===== config.mk =====
export PLATFORM = sky130hd
export DESIGN_NAME = sec_front
export DESIGN_NICKNAME = d
export VERILOG_FILES = /design/src/sv/sec_pkg.sv /design/src/sv/sec_front.sv
export SDC_FILE = /design/constraint.sdc
export NUM_CORES = 1
export LEC_CHECK = 0
export BUFFER_PORTS_ARGS = -buffer_cell sky130_fd_sc_hd__buf_2
export CAP_MARGIN = 20
export CORE_MARGIN = 2
export CORE_UTILIZATION = 40
export DETAILED_ROUTE_END_ITERATION = 8
export GPL_ROUTABILITY_DRIVEN = 0
export PLACE_DENSITY = 0.78
export SLEW_MARGIN = 20
export SYNTH_ARGS = -nofsm -noshare
export SYNTH_HDL_FRONTEND = slang
export SYNTH_SLANG_ARGS = --single-unit

===== constraint.sdc =====
create_clock -name clock -period 5.9 [get_ports clock]
set_clock_uncertainty 0.05 [all_clocks]
set_input_delay 1.18 -clock clock [delete_from_list [all_inputs] [get_ports clock]]
set_output_delay 1.18 -clock clock [all_outputs]
set_load 0.01 [all_outputs]

===== src/sv/sec_pkg.sv =====
package sec_pkg;

   typedef struct packed {
      logic        cmd;
      logic [15:0] src;
      logic [15:0] dst;
   } item_type;

   typedef struct packed {
      logic        hi;
      logic [15:0] sc;
      logic [15:0] dc;
      logic        ovf;
   } result_type;

   localparam logic [23:0] DEG_MAX = 24'hFFFFFF;

   // csr register indexes
   localparam logic [0:0] REG_THRESHOLD  = 1'b0;
   localparam logic [0:0] REG_MAX_VOLUME = 1'b1;

   function automatic logic [23:0] sat_inc24(input logic [23:0] v);
      return (v == DEG_MAX) ? v : v + 24'd1;
   endfunction

endpackage


===== src/sv/sec_front.sv =====
module sec_front #(
   parameter int VERTEX_COUNT = 65536
) (
   input  logic              clock,
   input  logic              reset,
   input  logic              hold,
   input  logic              in_valid,
   output logic              in_ready,
   input  sec_pkg::item_type in_item,
   output logic              out_push,
   input  logic              out_full,
   output sec_pkg::item_type out_item
);

   // id % VERTEX_COUNT by reciprocal multiply: quotient at accept,
   // remainder on the way into the queue
   localparam int VL = (VERTEX_COUNT > 1) ? $clog2(VERTEX_COUNT) : 1;
   localparam int SH = 16 + VL;
   localparam longint unsigned RECIP =
      ((64'd1 << SH) + 64'(VERTEX_COUNT) - 64'd1) / 64'(VERTEX_COUNT);
   localparam logic [17:0] MUL  = 18'(RECIP);
   localparam logic [15:0] NMOD = 16'(VERTEX_COUNT);
   localparam bit          WIDE = (VERTEX_COUNT >= 65536);

   logic              busy_ff, busy_in;
   sec_pkg::item_type item_ff, item_in;
   logic [15:0]       qs_ff, qs_in, qd_ff, qd_in;

   function automatic logic [15:0] vmod_quot(input logic [15:0] x);
      logic [33:0] p;
      p = 34'(x) * 34'(MUL);
      return 16'(p >> SH);
   endfunction

   function automatic logic [15:0] vmod_rem(input logic [15:0] x, input logic [15:0] q);
      logic [31:0] p;
      p = 32'(q) * 32'(NMOD);
      return WIDE ? x : x - p[15:0];
   endfunction

   assign in_ready     = !hold && (!busy_ff || !out_full);
   assign out_push     = busy_ff && !out_full;
   assign out_item.cmd = item_ff.cmd;
   assign out_item.src = vmod_rem(item_ff.src, qs_ff);
   assign out_item.dst = vmod_rem(item_ff.dst, qd_ff);

   always_comb begin
      busy_in = busy_ff;
      item_in = item_ff;
      qs_in   = qs_ff;
      qd_in   = qd_ff;
      if (in_valid && in_ready) begin
         busy_in = 1'b1;
         item_in = in_item;
         qs_in   = vmod_quot(in_item.src);
         qd_in   = vmod_quot(in_item.dst);
      end else if (out_push) begin
         busy_in = 1'b0;
      end
   end

   always_ff @(posedge clock) begin
      if (reset) begin
         busy_ff <= 1'b0;
      end else begin
         busy_ff <= busy_in;
      end
      item_ff <= item_in;
      qs_ff   <= qs_in;
      qd_ff   <= qd_in;
   end

endmodule


==> results of run 1 <==
[flip-flops by register name, indices dropped and copies added (netlist names)]
signal,cells
out_item,33
busy_ff,1
[stage by stage]
stage	util (%)	hold WS (ns)	total power, mW
after detailed placement	59.0	0.468	0.320
after CTS	61.0	0.485	0.429
after global placement	59.0	0.451	0.318
after global routing	61.0	0.518	0.442
final	61.0	0.482	0.424
after floorplan	-	0.406	0.297
[logic make-up after synthesis]
group,count (synthesis)
AO/OA/AOI/OAI,3
flip-flops,34
AND/OR/NAND/NOR,3
[per-layer routing]
metal	share of wire [%]	wire length, um	track usage, %
met5	0	0	0
met4	2.5	52	8.36
met3	13	262	7.26
met2	49	1020	22.3
met1	35	728	14.2
[synthesized netlist by cell type (all sizes together)]
cell type | number | area [um2]
a21oi | 3 | 18.8
dfxtp | 1 | 20.0
edfxtp | 33 | 991
nand2 | 1 | 3.75
nand2b | 1 | 13.8
nor2b | 1 | 6.26
[critical path, stage by stage]
cell                      delay, ns
sky130_fd_sc_hd__buf_2         0.13
sky130_fd_sc_hd__a21oi_1       0.13
sky130_fd_sc_hd__buf_2         0.14
[power breakdown]
part | internal [mW] | switching [mW]
sequential | 0.277 | 0.00265
combinational | 0.0163 | 0.0180
clock | 0.0428 | 0.0669
total | 0.336 | 0.0875
[path summary, 6_finish.rpt]
check / cells after the start / slack, ns / to
setup / recovery: 3 / 3.09 / in_ready
hold / removal: 2 / 0.48 / busy_ff
setup reg to reg: 1 / 4.33 / out_item[18]
hold reg to reg: 2 / 0.48 / busy_ff
[area by class of cell]
cell class                 instances  area share (%)
sequential                        34            66.9
clock inverter                     2           0.663
tap                               30            2.49
clock buffer                       5            2.49
timing repair buffer              72            23.9
multi-input combinational          6            3.56
==> tab_implementation.tex, run 1 <==
\begin{tabular}{lr}
\hline
Metric & Value \\
\hline
\multicolumn{2}{l}{\textbf{Placement}} \\
Count of placed standard cells including taps & roughly 140 \\
Worst slack at placement & $\sim$3.1 ns \\
Buffers on Ports & between 70 and 80 \\
Placed instance area & around 1500 um2 \\
\multicolumn{2}{l}{\textbf{Route}} \\
Post-detailed-route DRC marker count & 0 \\
WL per Instance & 13.8 um \\
Via count & about 670 \\
DRT antenna net count & 0 \\
Post-detailed-routing wire length & approximately 2.1 mm \\
Number of detailed-route iterations in the first pass & 3 \\
Per-cell via count in the routed design & approximately 4.5 \\
DR iter-0 viols & 9 \\
\multicolumn{2}{l}{\textbf{Synth}} \\
Post-synthesis mux area share & 0\% \\
Syn nets & just under 80 \\
Number of flip-flops and latches in the synthesized netlist & 34 \\
Dominant combinational cell family by area after synthesis & simple AND/OR/NAND/NOR gates \\
Synth Area in Adders & 0\% \\
Simple-gate area share of the yosys netlist & $\sim$2.3\% \\
Fraction of synthesized cell area in xor and xnor cells & 0\% \\
Number of instances in the synthesized netlist & 40 \\
Count of synthesis-stage warnings from yosys & 0 \\
Post-synthesis compound-gate area fraction & about 1.8\% \\
Count of cell types in the netlist & 7 \\
Summed instance area of the synthesized netlist & roughly 1100 um2 \\
Share of the yosys chip area belonging to registers & 96.0\% \\
Mean area per synthesized cell & about 26 um2 \\
\multicolumn{2}{l}{\textbf{Timing}} \\
Fin worst setup slack & about 3.1 ns \\
Max frequency & roughly 360 MHz \\
Number of max-slew violations in the final report & 0 \\
Final setup TNS & 0 ns \\
Relative slew slack & approximately a third \\
Minimum clock period after layout & between 2 and 3 ns \\
Slew at the pin with the worst max-slew slack & 0.969 ns \\
Final setup vio count & 0 \\
Final hold violation count & 0 \\
RSZ-0062 raised after global routing & false \\
Period utilization & between 40\% and 50\% \\
\multicolumn{2}{l}{\textbf{Job}} \\
Number of max-cap violations & 0 \\
\multicolumn{2}{l}{\textbf{Clock network}} \\
Clock insertion delay at the later pin of the skew report & between 0.3 and 0.4 ns \\
Root buffer cell & sky130\_fd\_sc\_hd\_\_clkbuf\_4 \\
Sink Count & 34 \\
Postcts setup bufs & 0 \\
Post-CTS Resized & 0 \\
Maximum number of buffers from clock root to sink & 2 \\
CTS HTree Levels & 2 \\
Clock buffer count from CTS & 5 \\
CTS tree & done \\
Clock transition at the registers of the reported paths & roughly 0.090 ns \\
Post-CTS Hold Buffers & 0 \\
\multicolumn{2}{l}{\textbf{Min path}} \\
Class of the most critical hold timing path & reg2reg \\
Startpoint of the tightest hold check path & busy\_ff \\
\multicolumn{2}{l}{\textbf{Finish}} \\
Multi-input logic area & roughly 54 um2 \\
Layout cell share with drive strength beyond 1 & 68.9\% \\
Most frequent cells in the layout & sky130\_fd\_sc\_hd\_\_buf\_2, sky130\_fd\_sc\_hd\_\_edfxtp\_1, sky130\_fd\_sc\_hd\_\_clkbuf\_4 \\
Post-route standard cell area excluding fillers & $\sim$1500 um2 \\
Sequential Area & between 1000 and 1500 um2 \\
Non-Filler Instances & roughly 150 \\
Leading cell type in the layout, fill and taps excluded & sky130\_fd\_sc\_hd\_\_buf\_2 \\
Number of filler instances in the final layout & around 210 \\
Count of antenna diodes in the layout & 0 \\
Layout overhead on the synthesized area & 43.3\% \\
Final-stage net count & approximately 160 \\
\multicolumn{2}{l}{\textbf{Global routing}} \\
Vias in the first global route & approximately 630 \\
Remaining global-route overflow & 0 \\
Total routing usage reported by global routing & 13.8\% \\
Wire length of the first global-routing pass & between 3 and 4 mm \\
Pin count of the biggest net entering global routing & 34 \\
Antenna violations before repair & 0 \\
\multicolumn{2}{l}{\textbf{Floorplan}} \\
Std cell rows & 18 \\
IO Count & 73 \\
Standard cell core area & 2480 um2 \\
Initial core utilization & 42.5\% \\
Floorplan die area & slightly above 3000 um2 \\
Die width & between 50 and 60 um \\
Die Height & about 55 um \\
\multicolumn{2}{l}{\textbf{Critical path}} \\
Startpoint of the worst setup timing path & out\_full \\
Critical path peak fanout & 4 \\
Startpoint types & input pin \\
Crit Path Class & in2out \\
WP data arrival & 1.58 ns \\
Worst flop-to-flop path startpoint & busy\_ff \\
Worst EP required & approximately 4.7 ns \\
Nature of the critical path endpoint & primary output \\
\multicolumn{2}{l}{\textbf{Power and ir drop}} \\
Cell area power density & about 280 nW/um2 \\
Worst VDD drop & roughly 0.00016 V \\
Leakage power of the design & about 0.65 nW \\
\multicolumn{2}{l}{\textbf{Status}} \\
Status & finished, final reports clean \\
\hline
\end{tabular}
(Power assumes the default switching activity.)
==> run 2, diff against run 1 <==
--- a/config.mk
+++ b/config.mk
@@ -5,13 +5,14 @@
 export SDC_FILE = /design/constraint.sdc
 export NUM_CORES = 1
 export LEC_CHECK = 0
+export ABC_AREA = 1
 export BUFFER_PORTS_ARGS = -buffer_cell sky130_fd_sc_hd__buf_2
 export CAP_MARGIN = 20
 export CORE_MARGIN = 2
-export CORE_UTILIZATION = 40
+export CORE_UTILIZATION = 39
 export DETAILED_ROUTE_END_ITERATION = 8
 export GPL_ROUTABILITY_DRIVEN = 0
-export PLACE_DENSITY = 0.78
+export PLACE_DENSITY = 0.76
 export SLEW_MARGIN = 20
 export SYNTH_ARGS = -nofsm -noshare
 export SYNTH_HDL_FRONTEND = slang
==> constraint.sdc (replaced) <==
create_clock -name clock -period 2.7 [get_ports clock]
set_clock_uncertainty 0.05 [all_clocks]
set_input_delay 0.54 -clock clock [delete_from_list [all_inputs] [get_ports clock]]
set_output_delay 0.54 -clock clock [all_outputs]
set_load 0.01 [all_outputs]
==> run 2 against run 1 <==
Compared with the run above:
- sequential power grew 120%
- combinational power increased by 120%
- die area grew 3.0%
- highest routed layer unchanged
- design area up 1.9%
- count of clock-buffer cells in the layout rose by 2
- setup slack worse by 2.0 ns
- register-to-register slack worse by 2.9 ns
- flip-flop and latch count is the same
==> tab_implementation.tex, run 2 <==
\begin{tabular}{lr}
\hline
Metric & Value \\
\hline
\multicolumn{2}{l}{\textbf{Critical path}} \\
End of the worst register-to-register path & out\_item[14] \\
Worst EP required & approximately 2.1 ns \\
Worst reg-to-reg setup slack & between 1 and 1.5 ns \\
CP peak stage delay & approximately 0.13 ns \\
Crit Path Class & in2out \\
Most frequent cell on the critical path & sky130\_fd\_sc\_hd\_\_buf\_2 \\
Cell-by-cell trace of the critical path & buf\_2 > nand2\_1 > inv\_1 > nor2\_1 > buf\_2 \\
Worst flop-to-flop path startpoint & busy\_ff \\
WP data arrival & slightly above 1 ns \\
Slowest cell on the critical path & sky130\_fd\_sc\_hd\_\_buf\_2 \\
Nature of the critical path endpoint & primary output \\
Number of cells traversed by the worst register-to-register path & 4 \\
Startpoint types & input pin \\
Critical path peak fanout & 2 \\
\multicolumn{2}{l}{\textbf{Job}} \\
Number of max-cap violations & 0 \\
\multicolumn{2}{l}{\textbf{Finish}} \\
Number of filler instances in the final layout & approximately 210 \\
Sequential Area & 1010 um2 \\
Number of flip-flops under the largest register name & 33 \\
Leading cell type in the layout, fill and taps excluded & sky130\_fd\_sc\_hd\_\_buf\_2 \\
Layout cell share with drive strength beyond 1 & around 65\% \\
Most frequent cells in the layout & sky130\_fd\_sc\_hd\_\_buf\_2, sky130\_fd\_sc\_hd\_\_edfxtp\_1, sky130\_fd\_sc\_hd\_\_inv\_1, sky130\_fd\_sc\_hd\_\_clkbuf\_4 \\
Post-route standard cell area excluding fillers & roughly 1500 um2 \\
Non-Filler Instances & about 160 \\
Final-stage net count & approximately 160 \\
Multi-input logic area & 36.3 um2 \\
Layout overhead on the synthesized area & 45.2\% \\
Utilization after layout & between 60 and 70\% \\
Count of antenna diodes in the layout & 0 \\
\multicolumn{2}{l}{\textbf{Synth}} \\
Count of synthesis-stage warnings from yosys & 0 \\
Synth Area in Adders & 0\% \\
Mean area per synthesized cell & between 20 and 25 um2 \\
Count of flip-flops with a built-in enable after synthesis & 33 \\
Post-synthesis compound-gate area fraction & 0.472\% \\
Most frequent cells after synthesis & sky130\_fd\_sc\_hd\_\_edfxtp\_1, sky130\_fd\_sc\_hd\_\_inv\_1, sky130\_fd\_sc\_hd\_\_nand2\_1, sky130\_fd\_sc\_hd\_\_nor2\_1 \\
Summed instance area of the synthesized netlist & 1060 um2 \\
Most common cell in the netlist & sky130\_fd\_sc\_hd\_\_edfxtp\_1 \\
Number of flip-flops and latches in the synthesized netlist & 34 \\
Dominant combinational cell family by area after synthesis & simple AND/OR/NAND/NOR gates \\
Number of instances in the synthesized netlist & 45 \\
Post-synthesis cell type with the largest combined area & sky130\_fd\_sc\_hd\_\_edfxtp\_1 \\
Syn nets & 83 \\
Most used flip-flop cell after synthesis & sky130\_fd\_sc\_hd\_\_edfxtp\_1 \\
Count of cell types in the netlist & 7 \\
Post-synthesis mux area share & 0\% \\
Fraction of synthesized cell area in xor and xnor cells & 0\% \\
Synth area leaders & sky130\_fd\_sc\_hd\_\_edfxtp\_1, sky130\_fd\_sc\_hd\_\_dfxtp\_1, sky130\_fd\_sc\_hd\_\_inv\_1 \\
Share of the yosys chip area belonging to registers & 95.4\% \\
Area share of the largest cell type after synthesis & 93.5\% \\
Share of async-settable or async-resettable flops after synthesis & 0\% \\
Simple-gate area share of the yosys netlist & $\sim$2.4\% \\
\multicolumn{2}{l}{\textbf{Route}} \\
Post-detailed-routing wire length & 1.89 mm \\
WL per Instance & roughly 12 um \\
Post-detailed-route DRC marker count & 0 \\
DRT antenna net count & 0 \\
DR iter-0 viols & 13 \\
Per-cell via count in the routed design & roughly 4.3 \\
Via count & 681 \\
Number of detailed-route iterations in the first pass & 4 \\
\multicolumn{2}{l}{\textbf{Clock network}} \\
CTS tree & done \\
Postcts setup bufs & 0 \\
Post-CTS Resized & 0 \\
Post-CTS Hold Buffers & 0 \\
Root buffer cell & sky130\_fd\_sc\_hd\_\_clkbuf\_4 \\
Maximum number of buffers from clock root to sink & 2 \\
Clock insertion delay at the later pin of the skew report & 0.32 ns \\
Clock buffer count from CTS & 5 \\
Clock transition at the registers of the reported paths & around 0.090 ns \\
Sink Count & 34 \\
CTS HTree Levels & 2 \\
\multicolumn{2}{l}{\textbf{Timing}} \\
Final setup TNS & 0 ns \\
Minimum clock period after layout & about 1.6 ns \\
Final setup vio count & 0 \\
Relative slew slack & about 86\% \\
Number of max-slew violations in the final report & 0 \\
Slew at the pin with the worst max-slew slack & roughly 0.21 ns \\
Period utilization & around three fifths \\
Hold slack final & approximately 0.33 ns \\
RSZ-0062 raised after global routing & false \\
Final hold violation count & 0 \\
Max frequency & approximately 600 MHz \\
Fin worst setup slack & around 1.1 ns \\
\multicolumn{2}{l}{\textbf{Floorplan}} \\
Die Height & 56.1 um \\
Die width & 56.1 um \\
Floorplan die area & around 3200 um2 \\
IO Count & 73 \\
Initial core utilization & 42.0\% \\
Std cell rows & 18 \\
Standard cell core area & 2520 um2 \\
\multicolumn{2}{l}{\textbf{Power and ir drop}} \\
Final total power & about 960 uW \\
Cell area power density & roughly 620 nW/um2 \\
Worst VDD drop & 0.000461 V \\
Leakage power of the design & 0.690 nW \\
\multicolumn{2}{l}{\textbf{Min path}} \\
Hold EP & out\_item[13] \\
Startpoint of the tightest hold check path & in\_item[13] \\
Number of instances on the worst hold path & 1 \\
Class of the most critical hold timing path & in2reg \\
\multicolumn{2}{l}{\textbf{Global routing}} \\
Vias in the first global route & about 710 \\
Pin count of the biggest net entering global routing & 19 \\
Remaining global-route overflow & 0 \\
Total routing usage reported by global routing & about 14\% \\
Wire length of the first global-routing pass & 3.02 mm \\
Antenna violations before repair & 0 \\
\multicolumn{2}{l}{\textbf{Placement}} \\
DP HPWL & $\sim$1.5 mm \\
Placed instance area & approximately 1500 um2 \\
Buffers on Ports & a little over 70 \\
Worst slack at placement & $\sim$1.1 ns \\
Count of placed standard cells including taps & 149 \\
\multicolumn{2}{l}{\textbf{Status}} \\
Status & finished, final reports clean \\
\hline
\end{tabular}
==> run 2: critical path: cells and delay by family <==
kind / cells / cell delay (ns)
buffers and inverters: 3 / 0.32
AND/OR/NAND/NOR: 2 / 0.18
==> run 2: cells by family after synthesis <==
logic type / count (synthesis)
AOI/OAI and AO/OA: 1
buffers and inverters: 5
DFF: 34
and+or+nand+nor: 5
==> run 2: worst max-delay path by stage <==
| stage | start | end | slack (ns) | depth (start not counted) |
|---|---|---|---|---|
| after global placement | out_full | in_ready | 1.13 | 5 |
| after CTS | busy_ff | in_ready | 1.05 | 4 |
| after global routing | busy_ff | in_ready | 1.01 | 4 |
| after floorplan | out_full | out_item[0] | 0.29 | 3 |
| final | out_full | in_ready | 1.08 | 5 |
| after detailed placement | out_full | in_ready | 1.09 | 5 |
==> run 2: layout make-up <==
class / instances / share of cell area, %
Tap cell: 30 / 2.44
Multi-Input combinational cell: 6 / 2.36
Sequential cell: 34 / 65.7
Inverter: 5 / 1.22
Clock buffer: 7 / 3.58
Clock inverter: 1 / 0.325
Timing Repair Buffer: 74 / 24.4
==> run 2: routing by layer <==
metal | global-route usage [%] | part of all wire (%)
met3 | 10.7 | 17
met1 | 13.3 | 33
met4 | 8.16 | 1.2
met5 | 0 | 0
met2 | 19.8 | 48
==> run 2: report_power, final <==
group | internal, mW | switching, mW | total (mW)
sequential | 0.605 | 0.00472 | 0.610
combinational | 0.0367 | 0.0390 | 0.0757
clock | 0.126 | 0.149 | 0.275
==> run 3, diff against run 2 <==
--- a/config.mk
+++ b/config.mk
@@ -5,14 +5,14 @@
 export SDC_FILE = /design/constraint.sdc
 export NUM_CORES = 1
 export LEC_CHECK = 0
-export ABC_AREA = 1
+export ABC_AREA = 0
 export BUFFER_PORTS_ARGS = -buffer_cell sky130_fd_sc_hd__buf_2
 export CAP_MARGIN = 20
 export CORE_MARGIN = 2
-export CORE_UTILIZATION = 39
+export CORE_UTILIZATION = 35
 export DETAILED_ROUTE_END_ITERATION = 8
 export GPL_ROUTABILITY_DRIVEN = 0
-export PLACE_DENSITY = 0.76
+export PLACE_DENSITY = 0.72
 export SLEW_MARGIN = 20
 export SYNTH_ARGS = -nofsm -noshare
 export SYNTH_HDL_FRONTEND = slang
==> constraint.sdc (replaced) <==
create_clock -name clock -period 1.4 [get_ports clock]
set_clock_uncertainty 0.05 [all_clocks]
set_input_delay 0.28 -clock clock [delete_from_list [all_inputs] [get_ports clock]]
set_output_delay 0.28 -clock clock [all_outputs]
set_load 0.01 [all_outputs]
==> run 3 against run 2 <==
Compared with the run above:
- clock power rose to 2.5 times the previous value
- count of clock-buffer cells in the layout is 2 lower
- final cell count is 2.5% lower
- combinational power up 110%
- hold slack lost 0.29 ns
- first-iteration DRC count rose by 15%
- sequential power up 93%
- the run now ends with design-rule violations left
- largest cell class unchanged
- total power up 110%
- global-route usage is 1.5 points lower
- critical endpoint is now out_push
==> tab_implementation.tex, run 3 (same netlist as run 1, synthesis figures left out) <==
\begin{tabular}{lr}
\hline
Metric & Value \\
\hline
\multicolumn{2}{l}{\textbf{Critical path}} \\
Worst EP required & 1.07 ns \\
Critical path peak fanout & 4 \\
Combined buffer and inverter count along the critical path & 1 \\
Nature of the critical path endpoint & primary output \\
CP peak stage delay & 0.38 ns \\
WP data arrival & roughly 0.97 ns \\
Crit Path Class & reg2out \\
Gate family responsible for the most delay along the worst path & flip-flops \\
Number of cells traversed by the worst register-to-register path & 2 \\
Slowest cell on the critical path & sky130\_fd\_sc\_hd\_\_dfxtp\_2 \\
Cell-by-cell trace of the critical path & nor2b\_1 > buf\_2 \\
Number of stages on the worst setup path & 2 \\
Startpoint types & flop \\
\multicolumn{2}{l}{\textbf{Status}} \\
Failing checks & design-rule violations \\
Status & finished, violations left \\
\multicolumn{2}{l}{\textbf{Floorplan}} \\
Floorplan die area & between 3000 and 4000 um2 \\
IO Count & 73 \\
Die width & just under 60 um \\
Standard cell core area & around 2800 um2 \\
Initial core utilization & $\sim$38\% \\
Std cell rows & 19 \\
Die Height & 58.9 um \\
\multicolumn{2}{l}{\textbf{Job}} \\
Number of max-cap violations & 0 \\
\multicolumn{2}{l}{\textbf{Global routing}} \\
Total routing usage reported by global routing & $\sim$12\% \\
Vias in the first global route & 671 \\
Remaining global-route overflow & 0 \\
Wire length of the first global-routing pass & between 2 and 3 mm \\
Antenna violations before repair & 0 \\
Pin count of the biggest net entering global routing & 21 \\
\multicolumn{2}{l}{\textbf{Finish}} \\
Final-stage net count & around 160 \\
Post-route standard cell area excluding fillers & between 1500 and 2000 um2 \\
Number of flip-flops under the largest register name & 33 \\
Most frequent cells in the layout & sky130\_fd\_sc\_hd\_\_buf\_2, sky130\_fd\_sc\_hd\_\_edfxtp\_1, sky130\_fd\_sc\_hd\_\_clkbuf\_4 \\
Leading cell type in the layout, fill and taps excluded & sky130\_fd\_sc\_hd\_\_buf\_2 \\
Count of antenna diodes in the layout & 0 \\
Number of filler instances in the final layout & $\sim$230 \\
Utilization after layout & a little under three fifths \\
Layout cell share with drive strength beyond 1 & between 70 and 80\% \\
Layout overhead on the synthesized area & 50.7\% \\
\multicolumn{2}{l}{\textbf{Clock network}} \\
Post-CTS Resized & 0 \\
Postcts setup bufs & 0 \\
CTS HTree Levels & 2 \\
Sink Count & 34 \\
Clock buffer count from CTS & 5 \\
Root buffer cell & sky130\_fd\_sc\_hd\_\_clkbuf\_4 \\
Clock transition at the registers of the reported paths & about 0.1 ns \\
Maximum number of buffers from clock root to sink & 2 \\
Post-CTS Hold Buffers & 0 \\
CTS tree & done \\
Clock insertion delay at the later pin of the skew report & about 0.32 ns \\
\multicolumn{2}{l}{\textbf{Route}} \\
Post-detailed-routing wire length & 1.84 mm \\
WL per Instance & between 10 and 15 um \\
Post-detailed-route DRC marker count & 4 \\
Per-cell via count in the routed design & around 4.4 \\
DRT antenna net count & 0 \\
Number of detailed-route iterations in the first pass & 5 \\
Via count & between 600 and 700 \\
DR iter-0 viols & 15 \\
\multicolumn{2}{l}{\textbf{Min path}} \\
Number of instances on the worst hold path & 2 \\
Class of the most critical hold timing path & in2reg \\
\multicolumn{2}{l}{\textbf{Timing}} \\
Max frequency & about 770 MHz \\
Final setup vio count & 0 \\
Minimum clock period after layout & 1.30 ns \\
Final setup TNS & 0 ns \\
Relative slew slack & between 80 and 90\% \\
Number of max-slew violations in the final report & 0 \\
RSZ-0062 raised after global routing & false \\
Hold slack final & 0.0428 ns \\
Period utilization & approximately 93\% \\
Slew at the pin with the worst max-slew slack & 0.184 ns \\
Final hold violation count & 0 \\
\multicolumn{2}{l}{\textbf{Power and ir drop}} \\
Final total power & $\sim$2 mW \\
Leakage power of the design & 0.675 nW \\
Worst VDD drop & between 0.0007 and 0.0008 V \\
Cell area power density & 1280 nW/um2 \\
\multicolumn{2}{l}{\textbf{Placement}} \\
Buffers on Ports & slightly above 70 \\
Placed instance area & about 1500 um2 \\
\hline
\end{tabular}
run 3: changes by cell type in the layout (fill, tap and decap cells not counted), sizes merged, moves of 2 or more:
cell	change
nor2	-2
clkbuf	-2
clkinvlp	+2
a21oi	+3
inv	-5
run 3: area by class of cell:
class	count	area [um2]	area share [%]
clock buffers	5	37.5	2.36
clock inverters	3	45.0	2.84
multi-input cells	6	53.8	3.39
flip-flops and latches	34	1010	63.8
well taps	31	38.8	2.44
repair buffers	74	400	25.2
run 3: path summary, 6_finish.rpt:
check / startpoint / end / slack [ns]
worst max-delay path: busy_ff / out_push / 0.1
worst min-delay path: reset / busy_ff / 0.04
worst max register to register: busy_ff / out_item[24] / 0.33
worst min register to register: busy_ff / busy_ff / 0.45
run 3: stage by stage:
step	instances	setup WS, ns
after floorplan	40	-0.0467
after global placement	145	0.151
after detailed placement	145	0.140
after CTS	153	0.0197
after global routing	153	0.00729
final	153	0.0969
run 3: layer usage:
layer | vias to the layer above | global-route usage [%] | part of all wire, %
met2 | 55 | 17.0 | 47
met4 | 0 | 6.82 | 0.93
met3 | 2 | 9.67 | 19
met5 | - | 0 | 0
li1 | 319 | - | -
met1 | 296 | 12.4 | 33
run 3: worst reg2reg max path, stage by stage (launching register included):
cell and delay, ns:
sky130_fd_sc_hd__dfxtp_2 0.36, sky130_fd_sc_hd__a21oi_4 0.19, sky130_fd_sc_hd__buf_12 0.19
run 3: where the power goes:
part / switching, mW / total, mW / internal (mW)
logic: 0.0765 / 0.157 / 0.0804
registers: 0.0106 / 1.18 / 1.17
clock network: 0.321 / 0.695 / 0.375
