File: src/sv/sec_pkg.sv
package sec_pkg;

   typedef struct packed {
      logic        cmd;
      logic [15:0] src;
      logic [15:0] dst;
   } item_type;

   typedef struct packed {
      logic        hi;
      logic [15:0] sc;
      logic [15:0] dc;
      logic        ovf;
   } result_type;

   localparam logic [23:0] DEG_MAX = 24'hFFFFFF;

   // csr register indexes
   localparam logic [0:0] REG_THRESHOLD  = 1'b0;
   localparam logic [0:0] REG_MAX_VOLUME = 1'b1;

   function automatic logic [23:0] sat_inc24(input logic [23:0] v);
      return (v == DEG_MAX) ? v : v + 24'd1;
   endfunction

endpackage

File: src/sv/sec_fifo.sv
module sec_fifo (
   input  logic              clock,
   input  logic              reset,
   input  logic              push,
   input  sec_pkg::item_type push_item,
   output logic              full,
   input  logic              pop,
   output logic              valid,
   output sec_pkg::item_type pop_item
);

   sec_pkg::item_type slot_ff [4];
   logic [1:0] wr_ff, wr_in, rd_ff, rd_in;
   logic [2:0] cnt_ff, cnt_in;

   assign full     = (cnt_ff == 3'd4);
   assign valid    = (cnt_ff != 3'd0);
   assign pop_item = slot_ff[rd_ff];

   always_comb begin
      wr_in  = push ? wr_ff + 2'd1 : wr_ff;
      rd_in  = pop ? rd_ff + 2'd1 : rd_ff;
      cnt_in = cnt_ff + (push ? 3'd1 : 3'd0) - (pop ? 3'd1 : 3'd0);
   end

   always_ff @(posedge clock) begin
      if (reset) begin
         wr_ff  <= 2'd0;
         rd_ff  <= 2'd0;
         cnt_ff <= 3'd0;
      end else begin
         wr_ff  <= wr_in;
         rd_ff  <= rd_in;
         cnt_ff <= cnt_in;
      end
      if (push) begin
         slot_ff[wr_ff] <= push_item;
      end
   end

endmodule

File: config.mk
export PLATFORM = sky130hd
export DESIGN_NAME = sec_fifo
export DESIGN_NICKNAME = d
export VERILOG_FILES = /design/src/sv/sec_pkg.sv /design/src/sv/sec_fifo.sv
export SDC_FILE = /design/constraint.sdc
export NUM_CORES = 1
export LEC_CHECK = 0
export BUFFER_PORTS_ARGS = -buffer_cell sky130_fd_sc_hd__buf_2
export CAP_MARGIN = 20
export CORE_MARGIN = 1.5
export CORE_UTILIZATION = 25
export CTS_CLUSTER_SIZE = 40
export DETAILED_ROUTE_END_ITERATION = 8
export MAX_ROUTING_LAYER = met4
export PLACE_DENSITY = 0.51
export SETUP_SLACK_MARGIN = 0.05
export SLEW_MARGIN = 20
export SYNTH_ARGS = -nofsm -noshare
export SYNTH_HDL_FRONTEND = slang
export SYNTH_SLANG_ARGS = --single-unit
File: constraint.sdc
create_clock -name clock -period 5.5 [get_ports clock]
set_input_delay 0.55 -clock clock [delete_from_list [all_inputs] [get_ports clock]]
set_output_delay 0.55 -clock clock [all_outputs]
set_load 0.005 [all_outputs]
==> impl_results.html, run 1 <==
<table>
<tr><th>Metric</th><th>Value</th></tr>
<tr><th colspan="2">Synth</th></tr>
<tr><td>Share of synthesized registers carrying an async set or reset</td><td>0%</td></tr>
<tr><td>Syn Area/Cell</td><td>24.41 um2</td></tr>
<tr><td>Library cell with the highest instance count after synthesis</td><td>sky130_fd_sc_hd__edfxtp_1</td></tr>
<tr><td>Most area-consuming cells after synthesis</td><td>sky130_fd_sc_hd__edfxtp_1, sky130_fd_sc_hd__mux4_2, sky130_fd_sc_hd__dfxtp_1</td></tr>
<tr><td>#FFs+latches synth</td><td>141</td></tr>
<tr><td>Unique masters post-synth</td><td>22</td></tr>
<tr><td>Share of synthesized cell area in full adder, half adder and majority cells</td><td>1.812%</td></tr>
<tr><td>Cell area after technology mapping</td><td>5249 um2</td></tr>
<tr><td>Mapped Nets</td><td>259</td></tr>
<tr><td>Synth Area in Compound Gates</td><td>0.2861%</td></tr>
<tr><td>Fraction of synthesized cell area in xor and xnor cells</td><td>0.7867%</td></tr>
<tr><td>Sequential area share after synthesis</td><td>78.95%</td></tr>
<tr><td>Top cell type by total area after synthesis</td><td>sky130_fd_sc_hd__edfxtp_1</td></tr>
<tr><td>Synth warnings</td><td>0</td></tr>
<tr><td>Leading cell types by count after synthesis</td><td>sky130_fd_sc_hd__edfxtp_1, sky130_fd_sc_hd__mux4_2, sky130_fd_sc_hd__dfxtp_1, sky130_fd_sc_hd__ha_1, sky130_fd_sc_hd__inv_1</td></tr>
<tr><td>Simple-gate share of the synthesized area</td><td>1.454%</td></tr>
<tr><td>EDFF count, synth</td><td>132</td></tr>
<tr><td>Dominant register cell in the synthesized netlist</td><td>sky130_fd_sc_hd__edfxtp_1</td></tr>
<tr><td>Multiplexer share of the synthesized area</td><td>14.56%</td></tr>
<tr><td>Area share of the leading cell type in the synthesized netlist</td><td>75.52%</td></tr>
<tr><td>Synth Instances</td><td>215</td></tr>
<tr><td>Combinational family with the most area after synthesis</td><td>multiplexers</td></tr>
<tr><th colspan="2">Setup path</th></tr>
<tr><td>CP startpoint kind</td><td>flip-flop</td></tr>
<tr><td>Ordered list of cells on the worst path</td><td>buf_4 &gt; mux4_1 &gt; buf_2</td></tr>
<tr><td>Data arrival at the endpoint of the critical path</td><td>2.41 ns</td></tr>
<tr><td>Critical path class</td><td>reg -&gt; out</td></tr>
<tr><td>Worst-case reg-to-reg path depth</td><td>3</td></tr>
<tr><td>Data required time at the worst endpoint</td><td>4.95 ns</td></tr>
<tr><td>Worst setup EP type</td><td>primary output</td></tr>
<tr><td>Critical-path cell with the highest stage delay</td><td>sky130_fd_sc_hd__dfxtp_2</td></tr>
<tr><td>Crit-path max FO</td><td>18</td></tr>
<tr><td>Slowest Stage Delay on Critical Path</td><td>0.73 ns</td></tr>
<tr><th colspan="2">CTS</th></tr>
<tr><td>Clk Latency, worst-skew pair</td><td>0.42 ns</td></tr>
<tr><td>Number of gates resized after cts</td><td>0</td></tr>
<tr><td>Cts-stage hold buffer count</td><td>0</td></tr>
<tr><td>Clock buffer depth</td><td>2</td></tr>
<tr><td>Clock tree from TritonCTS</td><td>done</td></tr>
<tr><td>Post-CTS setup-driven buffer insertion count</td><td>0</td></tr>
<tr><td>Number of buffers added by the clock tree synthesis step</td><td>17</td></tr>
<tr><td>Total number of clock tree sinks</td><td>141</td></tr>
<tr><td>H-tree depth reported by CTS</td><td>4</td></tr>
<tr><td>Clock transition time at the flip-flop clock pins of the worst setup and hold paths</td><td>0.05 ns</td></tr>
<tr><td>Root Buffer Master</td><td>sky130_fd_sc_hd__clkbuf_16</td></tr>
<tr><th colspan="2">Cells and area</th></tr>
<tr><td>Util after Layout</td><td>31.45%</td></tr>
<tr><td>Net count, final</td><td>342</td></tr>
<tr><td>Final std cell area, no fill</td><td>6425 um2</td></tr>
<tr><td>Number of antenna cells inserted</td><td>0</td></tr>
<tr><td>Layout overhead on the synthesized area</td><td>22.41%</td></tr>
<tr><td>Ratio of cells with drive above 1 in the final layout</td><td>44.37%</td></tr>
<tr><th colspan="2">STA</th></tr>
<tr><td>Transition time at the pin with the least slew margin</td><td>1.008 ns</td></tr>
<tr><td>Number of slew-limit violations in the final report</td><td>0</td></tr>
<tr><td>Worst setup skew after layout</td><td>0.01250 ns</td></tr>
<tr><td>Setup tns final</td><td>0 ns</td></tr>
<tr><td>Max-Slew Margin vs Limit</td><td>32.79%</td></tr>
<tr><td>Final clock period utilization by the worst path</td><td>53.88%</td></tr>
<tr><td>Final Hold Violating Endpoints</td><td>0</td></tr>
<tr><td>Fmax achieved</td><td>337.4 MHz</td></tr>
<tr><td>Min Tclk post-route</td><td>2.964 ns</td></tr>
<tr><td>Setup repair after global routing missed its margin</td><td>no</td></tr>
<tr><td>Number of setup violations in the final report</td><td>0</td></tr>
<tr><th colspan="2">Power and ir drop</th></tr>
<tr><td>IR Drop Worst-Case VDD</td><td>199.7 uV</td></tr>
<tr><td>Power per unit of standard cell area</td><td>396.1 nW/um2</td></tr>
<tr><td>Leakage power</td><td>0.002170 uW</td></tr>
<tr><td>Overall power</td><td>2545 uW</td></tr>
<tr><th colspan="2">Hold path</th></tr>
<tr><td>Number of stages on the worst hold path</td><td>1</td></tr>
<tr><td>Kind of path behind the tightest hold check</td><td>in -&gt; reg</td></tr>
<tr><th colspan="2">Global route</th></tr>
<tr><td>Vias in the first global route</td><td>2520</td></tr>
<tr><td>Combined global-route utilization of all metal layers</td><td>9.639%</td></tr>
<tr><td>Number of antenna violations at the first check in global routing</td><td>0</td></tr>
<tr><td>Pin count of the biggest net entering global routing</td><td>34</td></tr>
<tr><td>Total congestion overflow after global routing</td><td>0</td></tr>
<tr><td>Wire length of the first global-routing pass</td><td>14510 um</td></tr>
<tr><th colspan="2">Drt</th></tr>
<tr><td>Ratio of routed vias to standard cells</td><td>4.060</td></tr>
<tr><td>Count of antenna-violating nets left after detailed routing</td><td>0</td></tr>
<tr><td>Post-detailed-route wirelength per cell</td><td>16.36 um</td></tr>
<tr><td>Detailed Route WL</td><td>9508 um</td></tr>
<tr><td>Pre-antenna DRT Iters</td><td>4</td></tr>
<tr><td>Detailed Route Iter0 Violations</td><td>141</td></tr>
<tr><td>Vias</td><td>2359</td></tr>
<tr><td>Detailed-route DRC error count</td><td>0</td></tr>
<tr><th colspan="2">Floorplanning</th></tr>
<tr><td>Starting utilization of the core area</td><td>25.69%</td></tr>
<tr><td>Number of core rows</td><td>52</td></tr>
<tr><td>Height of the die</td><td>147.9 um</td></tr>
<tr><td>Floorplan die width</td><td>147.9 um</td></tr>
<tr><td>Core ar.</td><td>20430 um2</td></tr>
<tr><td>Number of placed I/O pins</td><td>72</td></tr>
<tr><td>Die Area</td><td>21870 um2</td></tr>
<tr><th colspan="2">Placement</th></tr>
<tr><td>GP Congestion</td><td>0.6584</td></tr>
<tr><td>Cell area reported after detailed placement</td><td>5867 um2</td></tr>
<tr><td>Number of port buffers</td><td>71</td></tr>
<tr><td>Detail Placement HPWL</td><td>5513 um</td></tr>
<tr><th colspan="2">Outcome</th></tr>
<tr><td>Result of the run</td><td>completed</td></tr>
<tr><th colspan="2">Flow run</th></tr>
<tr><td>Max-capacitance violation count</td><td>0</td></tr>
</table>
## per-stage QoR
step,hold slack [ns],cells,setup WS [ns]
after global routing,0.3274,581,2.360
after detailed placement,0.5304,549,2.916
after global placement,0.5019,549,2.934
after CTS,0.3247,581,2.457
after floorplan,0.4918,215,3.636
final,0.3475,581,2.537
## flip-flops by register name, indices dropped and copies added (netlist names), named ones only
signal / flops
cnt_ff: 3
wr_ff: 2
slot_ff: 132
rd_ff: 2
## logic make-up after synthesis
group,count (synthesis)
DFF,141
muxes,34
buffers and inverters,14
and+or+nand+nor,14
adders and majority gates,7
xor gates and xnor gates,3
AOI/OAI and AO/OA,2
## power breakdown
part           total [uW]  switching, uW  internal (uW)
registers            1260           29.4           1230
clock network        1070            410            659
logic                 212           97.5            114
## cell type report
type / count / area, um2
fillers: 1987 / 14000
repair buffers: 72 / 362.8
clock inverters: 13 / 125.1
flip-flops and latches: 141 / 4146
inverters: 6 / 22.52
clock buffers: 19 / 432.9
well taps: 270 / 337.8
multi-input cells: 60 / 997.2
## path summary, 6_finish.rpt
| kind | start | to | slack, ns |
|---|---|---|---|
| worst max-delay path | flip-flop | pop_item[1] | 2.54 |
| worst min-delay path | push_item[0] | slot_ff[1][0]$_DFFE_PP_ | 0.35 |
| worst max register to register | wr_ff[1]$_SDFFE_PP0P_ | slot_ff[1][21]$_DFFE_PP_ | 3.72 |
| worst min register to register | rd_ff[0]$_SDFFE_PP0P_ | flip-flop | 0.54 |
## cells in the final DEF (no fill, tap or decap), drive strengths merged
master / Yosys / layout
mux2i: 1 / 1
dfxtp: 9 / 9
fa: 1 / 1
a21oi: 1 / 1
and2: 4 / 4
mux4: 33 / 33
clkinv: 0 / 8
buf: 7 / 72
a21bo: 1 / 1
nor2b: 2 / 2
nor2: 5 / 5
edfxtp: 132 / 132
or3: 1 / 1
nand3b: 1 / 1
inv: 6 / 6
clkinvlp: 0 / 3
and3: 1 / 1
xnor2: 2 / 2
bufinv: 0 / 2
clkbuf: 1 / 19
ha: 6 / 6
xor3: 1 / 1
## critical path: cells and delay by family (launching register included)
family	cells	cell delay [ns]
muxes	1	0.62
buffers and inverters	2	0.62
DFF	1	0.73
## routing by layer
layer	share of wire, %	track usage (%)
met5	0	-
met2	50	15.40
met1	43	10.90
met3	5.5	3.796
met4	1.2	3.713
Note: power is estimated with default switching activity, not from simulation.
==> inputs of run 2 (changes only) <==
PLACE_DENSITY = 0.53   (was 0.51)
clock period = 2.4 ns   (was 5.5 ns; I/O delays follow)
==> impl_results.html, run 2 (synthesis gave the netlist of run 1 again) <==
<table>
<tr><th>Metric</th><th>Value</th></tr>
<tr><th colspan="2">Power and ir drop</th></tr>
<tr><td>Overall power</td><td>5864 uW (+130%)</td></tr>
<tr><td>Leakage power</td><td>0.002248 uW (+3.6%)</td></tr>
<tr><td>Power per unit of standard cell area</td><td>894.8 nW/um2 (+130%)</td></tr>
<tr><td>Share of total power in sequential cells</td><td>49.0% (-0.7 points)</td></tr>
<tr><td>Switching Power</td><td>1258 uW (+130%)</td></tr>
<tr><td>Switching power as a share of total power</td><td>21.45% (+0.35 points)</td></tr>
<tr><td>Combinational cell fraction of total power</td><td>9.0% (+0.7 points)</td></tr>
<tr><td>Internal power</td><td>4607 uW (+130%)</td></tr>
<tr><td>Clk pwr share</td><td>42.0% (about the same)</td></tr>
<tr><td>IR Drop Worst-Case VDD</td><td>463.0 uV (+130%)</td></tr>
<tr><th colspan="2">Setup path</th></tr>
<tr><td>Data arrival at the endpoint of the critical path</td><td>1.93 ns (-0.48 ns)</td></tr>
<tr><td>Critical path class</td><td>reg -&gt; out</td></tr>
<tr><td>Crit-path max FO</td><td>16 (-2)</td></tr>
<tr><td>Data required time at the worst endpoint</td><td>2.16 ns (-2.79 ns)</td></tr>
<tr><td>Worst-case reg-to-reg path depth</td><td>7 (+4)</td></tr>
<tr><td>CP startpoint kind</td><td>flip-flop</td></tr>
<tr><td>Worst setup EP type</td><td>primary output</td></tr>
<tr><th colspan="2">Floorplanning</th></tr>
<tr><td>Core ar.</td><td>20430 um2 (unchanged)</td></tr>
<tr><td>Number of placed I/O pins</td><td>72 (unchanged)</td></tr>
<tr><td>Starting utilization of the core area</td><td>25.69% (unchanged)</td></tr>
<tr><td>Die Area</td><td>21870 um2 (unchanged)</td></tr>
<tr><td>Height of the die</td><td>147.9 um (unchanged)</td></tr>
<tr><td>Number of core rows</td><td>52 (unchanged)</td></tr>
<tr><td>Floorplan die width</td><td>147.9 um (unchanged)</td></tr>
<tr><th colspan="2">CTS</th></tr>
<tr><td>Number of gates resized after cts</td><td>0 (unchanged)</td></tr>
<tr><td>Clk Latency, worst-skew pair</td><td>0.41 ns (about the same)</td></tr>
<tr><td>Clock transition time at the flip-flop clock pins of the worst setup and hold paths</td><td>0.06 ns (about the same)</td></tr>
<tr><td>Post-CTS setup-driven buffer insertion count</td><td>0 (unchanged)</td></tr>
<tr><td>Cts-stage hold buffer count</td><td>0 (unchanged)</td></tr>
<tr><td>Number of buffers added by the clock tree synthesis step</td><td>17 (unchanged)</td></tr>
<tr><td>Total number of clock tree sinks</td><td>141 (unchanged)</td></tr>
<tr><td>Clock buffer depth</td><td>2 (unchanged)</td></tr>
<tr><td>Root Buffer Master</td><td>sky130_fd_sc_hd__clkbuf_16</td></tr>
<tr><td>Clock tree from TritonCTS</td><td>done</td></tr>
<tr><td>H-tree depth reported by CTS</td><td>4 (unchanged)</td></tr>
<tr><th colspan="2">STA</th></tr>
<tr><td>Final setup slack of the worst path</td><td>0.2262 ns (-2.310 ns)</td></tr>
<tr><td>Worst setup skew after layout</td><td>0.005160 ns (-0.007339 ns)</td></tr>
<tr><td>Number of slew-limit violations in the final report</td><td>0 (unchanged)</td></tr>
<tr><td>Final Hold Violating Endpoints</td><td>0 (unchanged)</td></tr>
<tr><td>Final clock period utilization by the worst path</td><td>90.58%</td></tr>
<tr><td>Min Tclk post-route</td><td>2.174 ns</td></tr>
<tr><td>Transition time at the pin with the least slew margin</td><td>0.5589 ns (-0.4492 ns)</td></tr>
<tr><td>Fmax achieved</td><td>460.0 MHz</td></tr>
<tr><td>Max-Slew Margin vs Limit</td><td>62.74% (+30 points)</td></tr>
<tr><td>Setup repair after global routing missed its margin</td><td>no</td></tr>
<tr><td>Number of setup violations in the final report</td><td>0 (unchanged)</td></tr>
<tr><td>Setup tns final</td><td>0 ns (unchanged)</td></tr>
<tr><th colspan="2">Drt</th></tr>
<tr><td>Pre-antenna DRT Iters</td><td>4 (unchanged)</td></tr>
<tr><td>Vias</td><td>2377 (+0.76%)</td></tr>
<tr><td>Ratio of routed vias to standard cells</td><td>4.022 (-0.94%)</td></tr>
<tr><td>Detailed Route Iter0 Violations</td><td>99 (-30%)</td></tr>
<tr><td>Post-detailed-route wirelength per cell</td><td>16.68 um (+1.9%)</td></tr>
<tr><td>Count of antenna-violating nets left after detailed routing</td><td>0 (unchanged)</td></tr>
<tr><td>Detailed Route WL</td><td>9856 um (+3.7%)</td></tr>
<tr><td>Detailed-route DRC error count</td><td>0 (unchanged)</td></tr>
<tr><th colspan="2">Cells and area</th></tr>
<tr><td>Net count, final</td><td>351 (+2.6%)</td></tr>
<tr><td>Flip-flop count of the largest register after layout</td><td>132 (unchanged)</td></tr>
<tr><td>Top library cells by usage in the layout, fill and taps aside</td><td>sky130_fd_sc_hd__edfxtp_1, sky130_fd_sc_hd__buf_2, sky130_fd_sc_hd__mux4_2, sky130_fd_sc_hd__clkbuf_16, sky130_fd_sc_hd__dfxtp_1</td></tr>
<tr><td>Largest registers</td><td>slot_ff (132), cnt_ff (3)</td></tr>
<tr><td>Commonest non-fill, non-tap cell in the layout</td><td>sky130_fd_sc_hd__edfxtp_1</td></tr>
<tr><td>Layout overhead on the synthesized area</td><td>24.86%</td></tr>
<tr><td>Register name with the most flops</td><td>slot_ff</td></tr>
<tr><td>Ratio of cells with drive above 1 in the final layout</td><td>46.25% (+1.9 points)</td></tr>
<tr><th colspan="2">Placement</th></tr>
<tr><td>GP Congestion</td><td>0.6330 (-3.9%)</td></tr>
<tr><td>Placement-stage worst setup slack</td><td>0.6039 ns (-2.312 ns)</td></tr>
<tr><td>Number of port buffers</td><td>71 (unchanged)</td></tr>
<tr><td>Detail Placement HPWL</td><td>6283 um (+14%)</td></tr>
<tr><th colspan="2">Flow run</th></tr>
<tr><td>Max-capacitance violation count</td><td>0 (unchanged)</td></tr>
<tr><th colspan="2">Global route</th></tr>
<tr><td>Total congestion overflow after global routing</td><td>0 (unchanged)</td></tr>
<tr><td>Combined global-route utilization of all metal layers</td><td>10.22% (+0.58 points)</td></tr>
<tr><td>Vias in the first global route</td><td>2709 (+7.5%)</td></tr>
<tr><td>Wire length of the first global-routing pass</td><td>15340 um (+5.7%)</td></tr>
<tr><td>Pin count of the biggest net entering global routing</td><td>19 (-44%)</td></tr>
<tr><td>Number of antenna violations at the first check in global routing</td><td>1 (+1)</td></tr>
<tr><th colspan="2">Hold path</th></tr>
<tr><td>Number of stages on the worst hold path</td><td>1 (unchanged)</td></tr>
<tr><td>Kind of path behind the tightest hold check</td><td>in -&gt; reg</td></tr>
<tr><th colspan="2">Outcome</th></tr>
<tr><td>Result of the run</td><td>completed</td></tr>
</table>
run 2: worst max-delay path, cell delays in order, from the launching register on:
cell                      delay (ns)
sky130_fd_sc_hd__dfxtp_2        0.44
sky130_fd_sc_hd__buf_4          0.36
sky130_fd_sc_hd__mux4_2         0.56
sky130_fd_sc_hd__buf_2          0.14
run 2: metal layers:
| layer | vias to the layer above | track usage, % | wire [um] |
|---|---|---|---|
| li1 | 1081 | - | - |
| met3 | 14 | 3.920 | 596 |
| met4 | 0 | 4.455 | 152 |
| met5 | - | - | 0 |
| met1 | 1220 | 10.92 | 4012 |
| met2 | 62 | 16.89 | 5095 |
run 2: worst paths after layout:
check,from,end,slack (ns)
min,push_item[27],slot_ff[1][27]$_DFFE_PP_,0.04
max,flip-flop,pop_item[19],0.23
min reg2reg,rd_ff[0]$_SDFFE_PP0P_,flip-flop,0.53
max reg2reg,cnt_ff[0]$_SDFF_PP0_,cnt_ff[2]$_SDFF_PP0_,0.67
run 2: area by class of cell:
class	count	area (um2)
clock buffer	24	513.0
tap	270	337.8
multi-input combinational	60	997.2
clock inverter	8	53.80
fill	1991	13880
inverter	6	22.52
sequential	141	4146
timing repair buffer	81	480.5
antenna	1	2.502
run 2: power groups by stage:
stage	Sequential, uW	Combinational [uW]	Clock (uW)
6_report	2870	530	2460
5_1_grt	2880	595	2640
4_1_cts	2880	554	2530
3_5_place_dp	2930	552	0
3_3_place_gp	2920	540	0
2_1_floorplan	2900	332	0
run 2: metrics by stage:
step	area, um2	instances	util [%]	hold slack (ns)
after CTS	6551	590	32.07	0.01487
final	6554	591	32.08	0.03862
after floorplan	5249	215	-	0.3116
after global placement	5984	558	29.29	0.4512
after global routing	6554	591	32.08	0.01349
after detailed placement	5984	558	29.29	0.4558
==> inputs of run 3 (changes only) <==
CORE_UTILIZATION = 39   (was 25)
PLACE_DENSITY = unset   (was 0.53)
==> impl_results.html, run 3 (synthesis gave the netlist of run 1 again) <==
<table>
<tr><th>Metric</th><th>Value</th></tr>
<tr><th colspan="2">Outcome</th></tr>
<tr><td>Result of the run</td><td>completed</td></tr>
<tr><th colspan="2">Global route</th></tr>
<tr><td>Wire length of the first global-routing pass</td><td>14170 um (-7.6%)</td></tr>
<tr><td>Vias in the first global route</td><td>2665 (-1.6%)</td></tr>
<tr><td>Combined global-route utilization of all metal layers</td><td>14.20% (+4.0 points)</td></tr>
<tr><td>Pin count of the biggest net entering global routing</td><td>34 (+15)</td></tr>
<tr><td>Number of antenna violations at the first check in global routing</td><td>0 (-1)</td></tr>
<tr><td>Total congestion overflow after global routing</td><td>0 (unchanged)</td></tr>
<tr><th colspan="2">Placement</th></tr>
<tr><td>Placed insts</td><td>461 (-17%)</td></tr>
<tr><td>Detail Placement HPWL</td><td>5329 um (-15%)</td></tr>
<tr><td>GP Congestion</td><td>0.6390 (+0.95%)</td></tr>
<tr><td>Placement-stage worst setup slack</td><td>0.6300 ns (+0.02605 ns)</td></tr>
<tr><td>Number of port buffers</td><td>71 (unchanged)</td></tr>
<tr><th colspan="2">Drt</th></tr>
<tr><td>Post-detailed-route wirelength per cell</td><td>17.83 um (+6.9%)</td></tr>
<tr><td>Detailed Route WL</td><td>8788 um (-11%)</td></tr>
<tr><td>Ratio of routed vias to standard cells</td><td>4.846 (+20%)</td></tr>
<tr><td>Count of antenna-violating nets left after detailed routing</td><td>0 (unchanged)</td></tr>
<tr><td>Vias</td><td>2389 (+0.50%)</td></tr>
<tr><td>Pre-antenna DRT Iters</td><td>4 (unchanged)</td></tr>
<tr><td>Detailed-route DRC error count</td><td>0 (unchanged)</td></tr>
<tr><td>Detailed Route Iter0 Violations</td><td>188 (+90%)</td></tr>
<tr><th colspan="2">Floorplanning</th></tr>
<tr><td>Starting utilization of the core area</td><td>39.79% (+14 points)</td></tr>
<tr><td>Die Area</td><td>14160 um2 (-35%)</td></tr>
<tr><td>Number of core rows</td><td>42 (-19%)</td></tr>
<tr><td>Height of the die</td><td>119.0 um (-20%)</td></tr>
<tr><td>Floorplan die width</td><td>119.0 um (-20%)</td></tr>
<tr><td>Core ar.</td><td>13190 um2 (-35%)</td></tr>
<tr><td>Number of placed I/O pins</td><td>72 (unchanged)</td></tr>
<tr><th colspan="2">STA</th></tr>
<tr><td>Number of slew-limit violations in the final report</td><td>0 (unchanged)</td></tr>
<tr><td>Final setup slack of the worst path</td><td>0.2723 ns (+0.04612 ns)</td></tr>
<tr><td>Setup tns final</td><td>0 ns (unchanged)</td></tr>
<tr><td>Final Hold Violating Endpoints</td><td>0 (unchanged)</td></tr>
<tr><td>Post-route worst hold slack</td><td>0.04402 ns (+0.005399 ns)</td></tr>
<tr><td>Worst setup skew after layout</td><td>0.005290 ns (+0.0001300 ns)</td></tr>
<tr><td>Number of setup violations in the final report</td><td>0 (unchanged)</td></tr>
<tr><td>Setup repair after global routing missed its margin</td><td>no</td></tr>
<tr><td>Min Tclk post-route</td><td>2.128 ns (-0.04612 ns)</td></tr>
<tr><td>Final clock period utilization by the worst path</td><td>88.66% (-1.9 points)</td></tr>
<tr><td>Transition time at the pin with the least slew margin</td><td>0.9249 ns (+0.3660 ns)</td></tr>
<tr><td>Fmax achieved</td><td>470.0 MHz (+2.2%)</td></tr>
<tr><td>Max-Slew Margin vs Limit</td><td>38.34% (-24 points)</td></tr>
<tr><th colspan="2">Hold path</th></tr>
<tr><td>Kind of path behind the tightest hold check</td><td>in -&gt; reg</td></tr>
<tr><td>Number of stages on the worst hold path</td><td>1 (unchanged)</td></tr>
<tr><th colspan="2">Power and ir drop</th></tr>
<tr><td>Combinational cell fraction of total power</td><td>8.5% (-0.5 points)</td></tr>
<tr><td>Leakage power</td><td>0.002240 uW (-0.35%)</td></tr>
<tr><td>Clk pwr share</td><td>43.9% (+1.9 points)</td></tr>
<tr><td>Power per unit of standard cell area</td><td>937.3 nW/um2 (+4.8%)</td></tr>
<tr><td>Switching power as a share of total power</td><td>20.05% (-1.4 points)</td></tr>
<tr><td>IR Drop Worst-Case VDD</td><td>476.9 uV (+3.0%)</td></tr>
<tr><td>Share of total power in sequential cells</td><td>47.6% (-1.4 points)</td></tr>
<tr><td>Overall power</td><td>6046 uW (+3.1%)</td></tr>
<tr><td>Internal power</td><td>4833 uW (+4.9%)</td></tr>
<tr><td>Switching Power</td><td>1212 uW (-3.6%)</td></tr>
<tr><th colspan="2">Cells and area</th></tr>
<tr><td>Flip-flop count of the largest register after layout</td><td>132 (unchanged)</td></tr>
<tr><td>Commonest non-fill, non-tap cell in the layout</td><td>sky130_fd_sc_hd__edfxtp_1</td></tr>
<tr><td>Ratio of cells with drive above 1 in the final layout</td><td>45.11% (-1.1 points)</td></tr>
<tr><td>Top library cells by usage in the layout, fill and taps aside</td><td>sky130_fd_sc_hd__edfxtp_1, sky130_fd_sc_hd__buf_2, sky130_fd_sc_hd__mux4_2, sky130_fd_sc_hd__clkbuf_16, sky130_fd_sc_hd__dfxtp_1</td></tr>
<tr><td>Largest registers</td><td>slot_ff (132), cnt_ff (3)</td></tr>
<tr><td>Register name with the most flops</td><td>slot_ff</td></tr>
<tr><td>Layout overhead on the synthesized area</td><td>22.88%</td></tr>
<tr><td>Number of antenna cells inserted</td><td>0 (-1)</td></tr>
<tr><td>Net count, final</td><td>348 (-0.85%)</td></tr>
<tr><td>Filler cell count</td><td>1100 (-45%)</td></tr>
<tr><td>Cell Count, Final, Fillers Out</td><td>493 (-17%)</td></tr>
<tr><th colspan="2">Setup path</th></tr>
<tr><td>Worst-case reg-to-reg path depth</td><td>7 (unchanged)</td></tr>
<tr><td>Slowest Stage Delay on Critical Path</td><td>0.53 ns (-0.03 ns)</td></tr>
<tr><td>Critical-path cell with the highest stage delay</td><td>sky130_fd_sc_hd__dfxtp_2</td></tr>
<tr><td>Critical path class</td><td>reg -&gt; out</td></tr>
<tr><td>Worst setup EP type</td><td>primary output</td></tr>
<tr><td>Worst Path Buf+Inv</td><td>2 (unchanged)</td></tr>
<tr><td>Kind of cell adding the most delay to the critical path</td><td>flip-flops</td></tr>
<tr><td>Data arrival at the endpoint of the critical path</td><td>1.89 ns (-0.04 ns)</td></tr>
<tr><td>Crit-path max FO</td><td>10 (-6)</td></tr>
<tr><td>Number of stages on the worst setup path</td><td>3 (unchanged)</td></tr>
<tr><td>Data required time at the worst endpoint</td><td>2.16 ns (about the same)</td></tr>
<tr><td>Ordered list of cells on the worst path</td><td>buf_4 &gt; mux4_2 &gt; buf_2</td></tr>
<tr><td>CP startpoint kind</td><td>flip-flop</td></tr>
<tr><th colspan="2">CTS</th></tr>
<tr><td>Cts-stage hold buffer count</td><td>0 (unchanged)</td></tr>
<tr><td>Clock buffer depth</td><td>2 (unchanged)</td></tr>
<tr><td>Total number of clock tree sinks</td><td>141 (unchanged)</td></tr>
<tr><td>Clock tree from TritonCTS</td><td>done</td></tr>
<tr><td>Clk Latency, worst-skew pair</td><td>0.41 ns (about the same)</td></tr>
<tr><td>H-tree depth reported by CTS</td><td>4 (unchanged)</td></tr>
<tr><td>Clock transition time at the flip-flop clock pins of the worst setup and hold paths</td><td>0.05 ns (about the same)</td></tr>
<tr><td>Root Buffer Master</td><td>sky130_fd_sc_hd__clkbuf_16</td></tr>
<tr><td>Post-CTS setup-driven buffer insertion count</td><td>0 (unchanged)</td></tr>
<tr><td>Number of buffers added by the clock tree synthesis step</td><td>17 (unchanged)</td></tr>
<tr><td>Number of gates resized after cts</td><td>0 (unchanged)</td></tr>
<tr><th colspan="2">Flow run</th></tr>
<tr><td>Max-capacitance violation count</td><td>0 (unchanged)</td></tr>
</table>
run 3: cell types whose count changed in the layout (fill, tap and decap cells not counted):
cell | previous run | this run
sky130_fd_sc_hd__buf_4 | 6 | 3
sky130_fd_sc_hd__bufinv_16 | 0 | 4
sky130_fd_sc_hd__clkbuf_16 | 18 | 17
sky130_fd_sc_hd__clkbuf_8 | 4 | 0
sky130_fd_sc_hd__clkinv_1 | 0 | 2
sky130_fd_sc_hd__clkinv_2 | 3 | 4
sky130_fd_sc_hd__clkinvlp_4 | 0 | 1
sky130_fd_sc_hd__diode_2 | 1 | 0
sky130_fd_sc_hd__inv_4 | 2 | 0
sky130_fd_sc_hd__inv_6 | 1 | 0
run 3: layout make-up:
| class | instances | area, um2 | area share (%) |
|---|---|---|---|
| tap | 176 | 220.2 | 3.414 |
| multi-input combinational | 60 | 997.2 | 15.46 |
| clock buffer | 19 | 432.9 | 6.712 |
| sequential | 141 | 4146 | 64.29 |
| clock inverter | 13 | 172.7 | 2.677 |
| inverter | 6 | 22.52 | 0.3492 |
| timing repair buffer | 78 | 457.9 | 7.100 |
run 3: worst paths after layout:
kind / slack [ns] / startpoint / end
setup / recovery: 0.27 / flip-flop / pop_item[25]
hold / removal: 0.04 / push_item[24] / slot_ff[1][24]$_DFFE_PP_
setup reg to reg: 0.67 / cnt_ff[0]$_SDFF_PP0_ / cnt_ff[2]$_SDFF_PP0_
hold reg to reg: 0.53 / rd_ff[0]$_SDFFE_PP0P_ / flip-flop
run 3: power by group through the flow:
stage | combinational (uW) | sequential, uW | clock (uW)
after floorplan | 332 | 2900 | 0
after global placement | 518 | 2930 | 0
after detailed placement | 531 | 2930 | 0
after CTS | 532 | 2880 | 2710
after global routing | 570 | 2890 | 2820
final | 513 | 2880 | 2650
run 3: stage by stage:
stage,utilization [%],area (um2)
after floorplan,-,5249
after global placement,44.31,5844
after detailed placement,44.31,5844
after CTS,48.90,6450
after global routing,48.90,6450
final,48.90,6450
run 3: routing by layer:
| metal | global-route usage [%] | share of wire, % |
|---|---|---|
| met1 | 16.77 | 44 |
| met5 | - | 0 |
| met3 | 5.029 | 4.7 |
| met4 | 5.196 | 1.5 |
| met2 | 22.62 | 50 |
